==> src/rtl/wbrm_pkg.sv <==
`timescale 1ns / 1ps
// Shared constants, word types and the storage request struct for the byte rate meter.
// Depends on nothing; every other file refers to it by scoped names.
package wbrm_pkg;

    localparam int CHANNELS = 64;
    localparam int WINDOW   = 30;

    localparam int OP_W     = 2;
    localparam int CH_W     = 6;
    localparam int TOT_W    = 48;
    localparam int DELTA_W  = 40;
    localparam int SUM_W    = 46;
    localparam int RATE_W   = 53;
    localparam int SIZE_W   = 26;
    localparam int UNIT_W   = 2;

    localparam int CH_IDX_W   = (CHANNELS > 1) ? $clog2(CHANNELS) : 1;
    localparam int SLOT_W     = $clog2(WINDOW);
    localparam int FILL_W     = $clog2(WINDOW + 1);
    localparam int SLOT_ADR_W = CH_IDX_W + SLOT_W;
    localparam int SLOT_DEPTH = 2 ** SLOT_ADR_W;
    localparam int DIV_W      = SUM_W + 8;
    localparam int DIV_CNT_W  = $clog2(DIV_W + 1);

    localparam logic [DIV_W-1:0] RATE_POS_MAX = DIV_W'((64'd1 << (RATE_W - 1)) - 64'd1);
    localparam logic [DIV_W-1:0] RATE_NEG_MAG = DIV_W'(64'd1 << (RATE_W - 1));

    localparam logic [OP_W-1:0] OP_START  = 2'd0;
    localparam logic [OP_W-1:0] OP_SAMPLE = 2'd1;
    localparam logic [OP_W-1:0] OP_TICK   = 2'd2;

    localparam logic [UNIT_W-1:0] UNIT_B  = 2'd0;
    localparam logic [UNIT_W-1:0] UNIT_KB = 2'd1;
    localparam logic [UNIT_W-1:0] UNIT_MB = 2'd2;
    localparam logic [UNIT_W-1:0] UNIT_GB = 2'd3;

    typedef struct packed {
        logic [OP_W-1:0]  op;
        logic [CH_W-1:0]  channel;
        logic [TOT_W-1:0] total_bytes;
    } t_in_word;

    typedef struct packed {
        logic signed [RATE_W-1:0] rate_scaled;
        logic [UNIT_W-1:0]        rate_unit;
        logic [SIZE_W-1:0]        size_scaled;
        logic [UNIT_W-1:0]        size_unit;
    } t_out_word;

    typedef struct packed {
        logic                      ch_we;
        logic                      ch_re;
        logic [CH_IDX_W-1:0]       ch_addr;
        logic [TOT_W-1:0]          prev_wdata;
        logic signed [SUM_W-1:0]   sum_wdata;
        logic                      slot_we;
        logic                      slot_re;
        logic [SLOT_ADR_W-1:0]     slot_addr;
        logic signed [DELTA_W-1:0] slot_wdata;
    } t_store_req;

endpackage

==> src/rtl/wbrm_div.sv <==
`timescale 1ns / 1ps
// Restoring divider, one quotient bit per cycle, for the window average.
// Depends on wbrm_pkg.
module wbrm_div (
    input  logic                            i_clk,
    input  logic                            i_rst_n,
    input  logic                            i_start,
    input  logic [wbrm_pkg::DIV_W-1:0]      i_dividend,
    input  logic [wbrm_pkg::FILL_W-1:0]     i_divisor,
    output logic                            o_done,
    output logic [wbrm_pkg::DIV_W-1:0]      o_quotient
);

    logic [wbrm_pkg::DIV_CNT_W-1:0] r_cnt;
    logic                           r_done;
    logic [wbrm_pkg::DIV_W-1:0]     r_dvd;
    logic [wbrm_pkg::FILL_W-1:0]    r_rem;
    logic [wbrm_pkg::FILL_W-1:0]    r_div;

    logic [wbrm_pkg::FILL_W:0]      n_rem_sh;
    logic [wbrm_pkg::FILL_W:0]      n_rem;
    logic                           n_qbit;

    always_comb begin
        n_rem_sh = {r_rem, r_dvd[wbrm_pkg::DIV_W-1]};
        n_qbit   = (n_rem_sh >= {1'b0, r_div});
        n_rem    = n_qbit ? (n_rem_sh - {1'b0, r_div}) : n_rem_sh;
    end

    always_ff @(posedge i_clk) begin
        if (!i_rst_n) begin
            r_cnt  <= '0;
            r_done <= 1'b0;
        end else begin
            r_done <= !i_start && (r_cnt == wbrm_pkg::DIV_CNT_W'(1));
            if (i_start) begin
                r_cnt <= wbrm_pkg::DIV_CNT_W'(wbrm_pkg::DIV_W);
                r_dvd <= i_dividend;
                r_rem <= '0;
                r_div <= i_divisor;
            end else if (r_cnt != '0) begin
                r_cnt  <= r_cnt - 1'b1;
                r_dvd  <= {r_dvd[wbrm_pkg::DIV_W-2:0], n_qbit};
                r_rem  <= n_rem[wbrm_pkg::FILL_W-1:0];
            end
        end
    end

    assign o_done     = r_done;
    assign o_quotient = r_dvd;

endmodule

==> config.mk <==
export PLATFORM = sky130hd
export DESIGN_NAME = wbrm_div
export DESIGN_NICKNAME = d
export VERILOG_FILES = /design/src/rtl/wbrm_pkg.sv /design/src/rtl/wbrm_div.sv
export SDC_FILE = /design/constraint.sdc
export NUM_CORES = 1
export LEC_CHECK = 0
export BUFFER_PORTS_ARGS = -buffer_cell sky130_fd_sc_hd__buf_2
export CAP_MARGIN = 20
export CORE_ASPECT_RATIO = 1.5
export CORE_MARGIN = 8
export CORE_UTILIZATION = 53
export DETAILED_ROUTE_END_ITERATION = 8
export GPL_TIMING_DRIVEN = 0
export PLACE_DENSITY = 0.93
export SKIP_LAST_GASP = 1
export SLEW_MARGIN = 20
export SYNTH_ARGS = -nofsm -noshare
export SYNTH_HDL_FRONTEND = slang
export SYNTH_SLANG_ARGS = --single-unit
==> constraint.sdc <==
create_clock -name i_clk -period 7.7 [get_ports i_clk]
set_clock_uncertainty 0.05 [all_clocks]
set_input_delay 1.54 -clock i_clk [delete_from_list [all_inputs] [get_ports i_clk]]
set_output_delay 1.54 -clock i_clk [all_outputs]
set_load 0.005 [all_outputs]
# Word-level counts from Yosys, hierarchy flattened
# Cells that the tools add are included.
# totals
reg_bits	71
in_bits	62
output_inout_bits	55
# op_classes
add_sub_neg	2
n_lt_le_gt_ge	1
n_eq_ne	1
mux	6
bitwise	1
reduce_logical	7
# ops
operator	n
54-bit 2-to-1 mux	2
6-bit 2-to-1 mux	2
5-bit 2-to-1 mux	2
6-bit by 1-bit equality test with 1-bit output, second input constant	1
6-bit by 5-bit greater-or-equal comparator with 1-bit output	1
6-bit nonzero test	1
6-bit by 1-bit subtractor with 6-bit output, second input constant	1
5-bit subtractor	1
2-bit AND reduction	2
2-bit nonzero test	1
2-bit OR reduction	1
1-bit logical AND	1
1-bit zero test	1
1-bit inverter	1

# Longest topological paths before layout
# logic_depth
word_depth	3
ltp_mapped	8
depth_no_buf	8

# Least setup slack after synthesis
# Ideal clock, no wire load.
# synth_path
path_kind	input port to flip-flop
start	input i_start
end	register r_dvd, in the netlist o_quotient[0], enable pin
t_arrival_ps	3518
setup_slack_ps	3711
path_stages	4
n_path_buf	3
path_cell_list	clkbuf_1 -> buf_2 -> buf_2 -> o21a_1
# synth_via
elab_chain_len	2
# synth_rtl
element	line_no	source
start, declared	wbrm_div.sv:7	input logic i_start,
2-bit nonzero test (no line)	n/a	
2-bit AND reduction (no line)	n/a	
end signal, assigned	wbrm_div.sv:38	r_dvd <= i_dividend;
end signal, assigned	wbrm_div.sv:43	r_dvd <= {r_dvd[wbrm_pkg::DIV_W-2:0], n_qbit};
end, declared	wbrm_div.sv:16	logic [wbrm_pkg::DIV_W-1:0] r_dvd;
# No other way between the ends.
# A chain may end at the register's enable or synchronous reset.

# Worst setup path in the final report
# layout_path
start	input i_start
end	register r_dvd, in the netlist o_quotient[24], enable pin
# The elaborated chain is that of the path after synthesis.

==> qor.csv <==
metric,value,unit
status,completed,
Internal,0.691,mW
# setup viols final,0,
Clock power frac,0.311,
DRC errors left,0,
CTS tree,built,
Tcrit/Tclk final,0.400,
final setup TNS,0,ns
PwrDens,225,mW/mm²
Critical Path Fanout Max,36,
Setup crit end kind,register,
Num CTS Buffers,9,
Synth Cell Area,0.00322,mm²
clock buffer depth,2,
"CTS clk-pin slew, worst paths",0.09,ns
Layout Nets,406,
num rows,35,
Final Hold Fails,0,
WL final,7310,µm
Die ar.,0.00888,mm²
Syn Area/Cell,15.5,µm²
switch share,0.253,
main flop type after synthesis,edfxtp_1,
Post-synth top cells,"64 x edfxtp_1, 54 x mux2_2, 10 x inv_1",
clock root buffer,clkbuf_8,
sequential area share after synthesis,0.640,
"EDFF count, synth",64,
# fillers,440,
layout cells sized above 1,0.575,
part of the power in combinational logic,0.165,
fraction of registers with async set/reset,0,
Core Area,0.00600,mm²
Synth cell types,35,
"worst slack, placed",4.23,ns
I/O pin count,117,
Final Max Slew Viols,0,
Area Overhead vs Synth,27.4,%
Max Fclk,325,MHz
LEAKAGE,1.71,nW
met1 Use GR,0.175,
Post-CTS Resized,0,
met3 usage,0.0669,
die height,111,µm
Final min period,3.08,ns
area of the multi-input gates,0.00109,mm²
clk sink count,71,
Tightest Hold Check Type,register to register,
Peak VDD IR,131,µV
cell with the most instances after synthesis,edfxtp_1,
vias in the first global route,2570,
met2 usage in global routing,0.294,
largest net degree at the start of global routing,37,
TritonRoute pass-1 iters,4,
Syn. warnings,0,
Worst EP required,7.69,ns
crit start category,input port,
"flops & latches, synth",71,
Worst-Margin Slew,0.464,ns
first-pass GRT wire length,12100,µm
busiest layer in global routing,met2,
GRT Total Usage,0.175,
DR vias,2215,
FF/Latch Area,0.00206,mm²
PortBufs,115,
RSZ-0062 raised after global routing,no,
Area contributors post-synth,"edfxtp_1 60%, mux2_2 19%, dfxtp_1 4.4%",
Yosys top cell area share,0.597,
DP HPWL,5550,µm
total grt overflow,0,
routability congestion estimate,0.838,
per-cell routed wire length,17.7,µm
initial core utilization,0.537,
Net Sw Power,0.234,mW
hold-fix buffers at CTS,0,
Slew HR,0.683,
H-tree depth,3,
cells after synthesis,208,
clk_lat worst skew,0.35,ns
setup slack after layout,4.62,ns
Post-Syn Nets,279,
"area leader, netlist",edfxtp_1,
antenna cells,0,
Crit path arrival time,3.07,ns
sequential share of power,0.524,
Avg Vias per Cell,5.36,
initial DRC count,153,
Die X,79.6,µm
max cap viols,0,
WHS,0.523,ns
initial antenna violation count,0,
postcts setup bufs,0,
R2R Setup Slk,5.36,ns
final core utilization,0.684,
Crit Path Category,input port to register,
Post-DRT Antenna Nets,0,
[flip-flops by register name, summed over array words and instances (netlist names)]
name / cells
r_cnt: 6
o_done: 1
r_div: 5
r_rem: 5
o_quotient: 54
[final cells by class]
| cell class | count | share of cell area |
|---|---|---|
| Sequential cell | 71 | 0.503 |
| Clock inverter | 5 | 0.0143 |
| Timing Repair Buffer | 116 | 0.145 |
| Clock buffer | 10 | 0.0311 |
| Buffer | 8 | 0.00945 |
| Tap cell | 74 | 0.0226 |
| Multi-Input combinational cell | 119 | 0.266 |
| Inverter | 10 | 0.00915 |
[cell usage in the layout, fill, tap and decap left out, types with 2 or more instances in the layout]
master,instances
buf_2,122
edfxtp_1,64
mux2_2,54
inv_1,10
clkbuf_8,9
nor2_1,8
ha_1,8
dfxtp_1,7
a21oi_1,6
nor3_1,5
o21a_1,4
clkbuf_1,2
nand2_1,2
nand3_1,2
o21ai_1,2
nand2b_1,2
o31ai_1,2
xor2_1,2
xnor2_1,2
nor3b_1,2
nor2b_1,2
clkinvlp_4,2
[cells by family (layout without fill, tap and decap cells)]
logic type | Yosys count | count (layout) | share of synthesized area
and+or+nand+nor | 32 | 32 | 0.0579
AOI/OAI and AO/OA | 19 | 19 | 0.0381
muxes | 55 | 55 | 0.192
DFF | 71 | 71 | 0.640
xor gates and xnor gates | 4 | 4 | 0.0109
adders and majority gates | 9 | 9 | 0.0373
buffers and inverters | 18 | 149 | 0.0237
[per-layer routing]
| metal | wire length (µm) | share of wire |
|---|---|---|
| met5 | 0 | 0 |
| met4 | 246 | 0.034 |
| met3 | 668 | 0.091 |
| met2 | 3900 | 0.53 |
| met1 | 2490 | 0.34 |
[final timing paths]
| check | startpoint | end | cells after the start |
|---|---|---|---|
| setup / recovery | i_start | o_quotient[24] | 5 |
| hold / removal | o_quotient[27] | o_quotient[28] | 1 |
| setup reg to reg | o_quotient[53] | r_rem[4] | 8 |
| hold reg to reg | o_quotient[27] | o_quotient[28] | 1 |
[critical path, cell delays in order]
cell and delay (ns):
clkbuf_1 0.23, buf_2 0.33, buf_2 0.27, o21a_4 0.39
buf_12 0.27
[power by group through the flow]
stage	logic (mW)	registers, mW	clock network [mW]
2_1_floorplan	0.0875	0.493	0
3_3_place_gp	0.143	0.492	0
3_5_place_dp	0.153	0.493	0
4_1_cts	0.154	0.485	0.293
5_1_grt	0.169	0.489	0.306
6_report	0.153	0.484	0.287
[through the flow]
step | instances | power, mW | area (µm²)
after floorplan | 208 | 0.580 | 3220
after global placement | 397 | 0.635 | 3890
after detailed placement | 398 | 0.646 | 3920
after CTS | 413 | 0.932 | 4100
after global routing | 413 | 0.965 | 4100
final | 413 | 0.925 | 4100
Power figures use the tool's default switching activity.
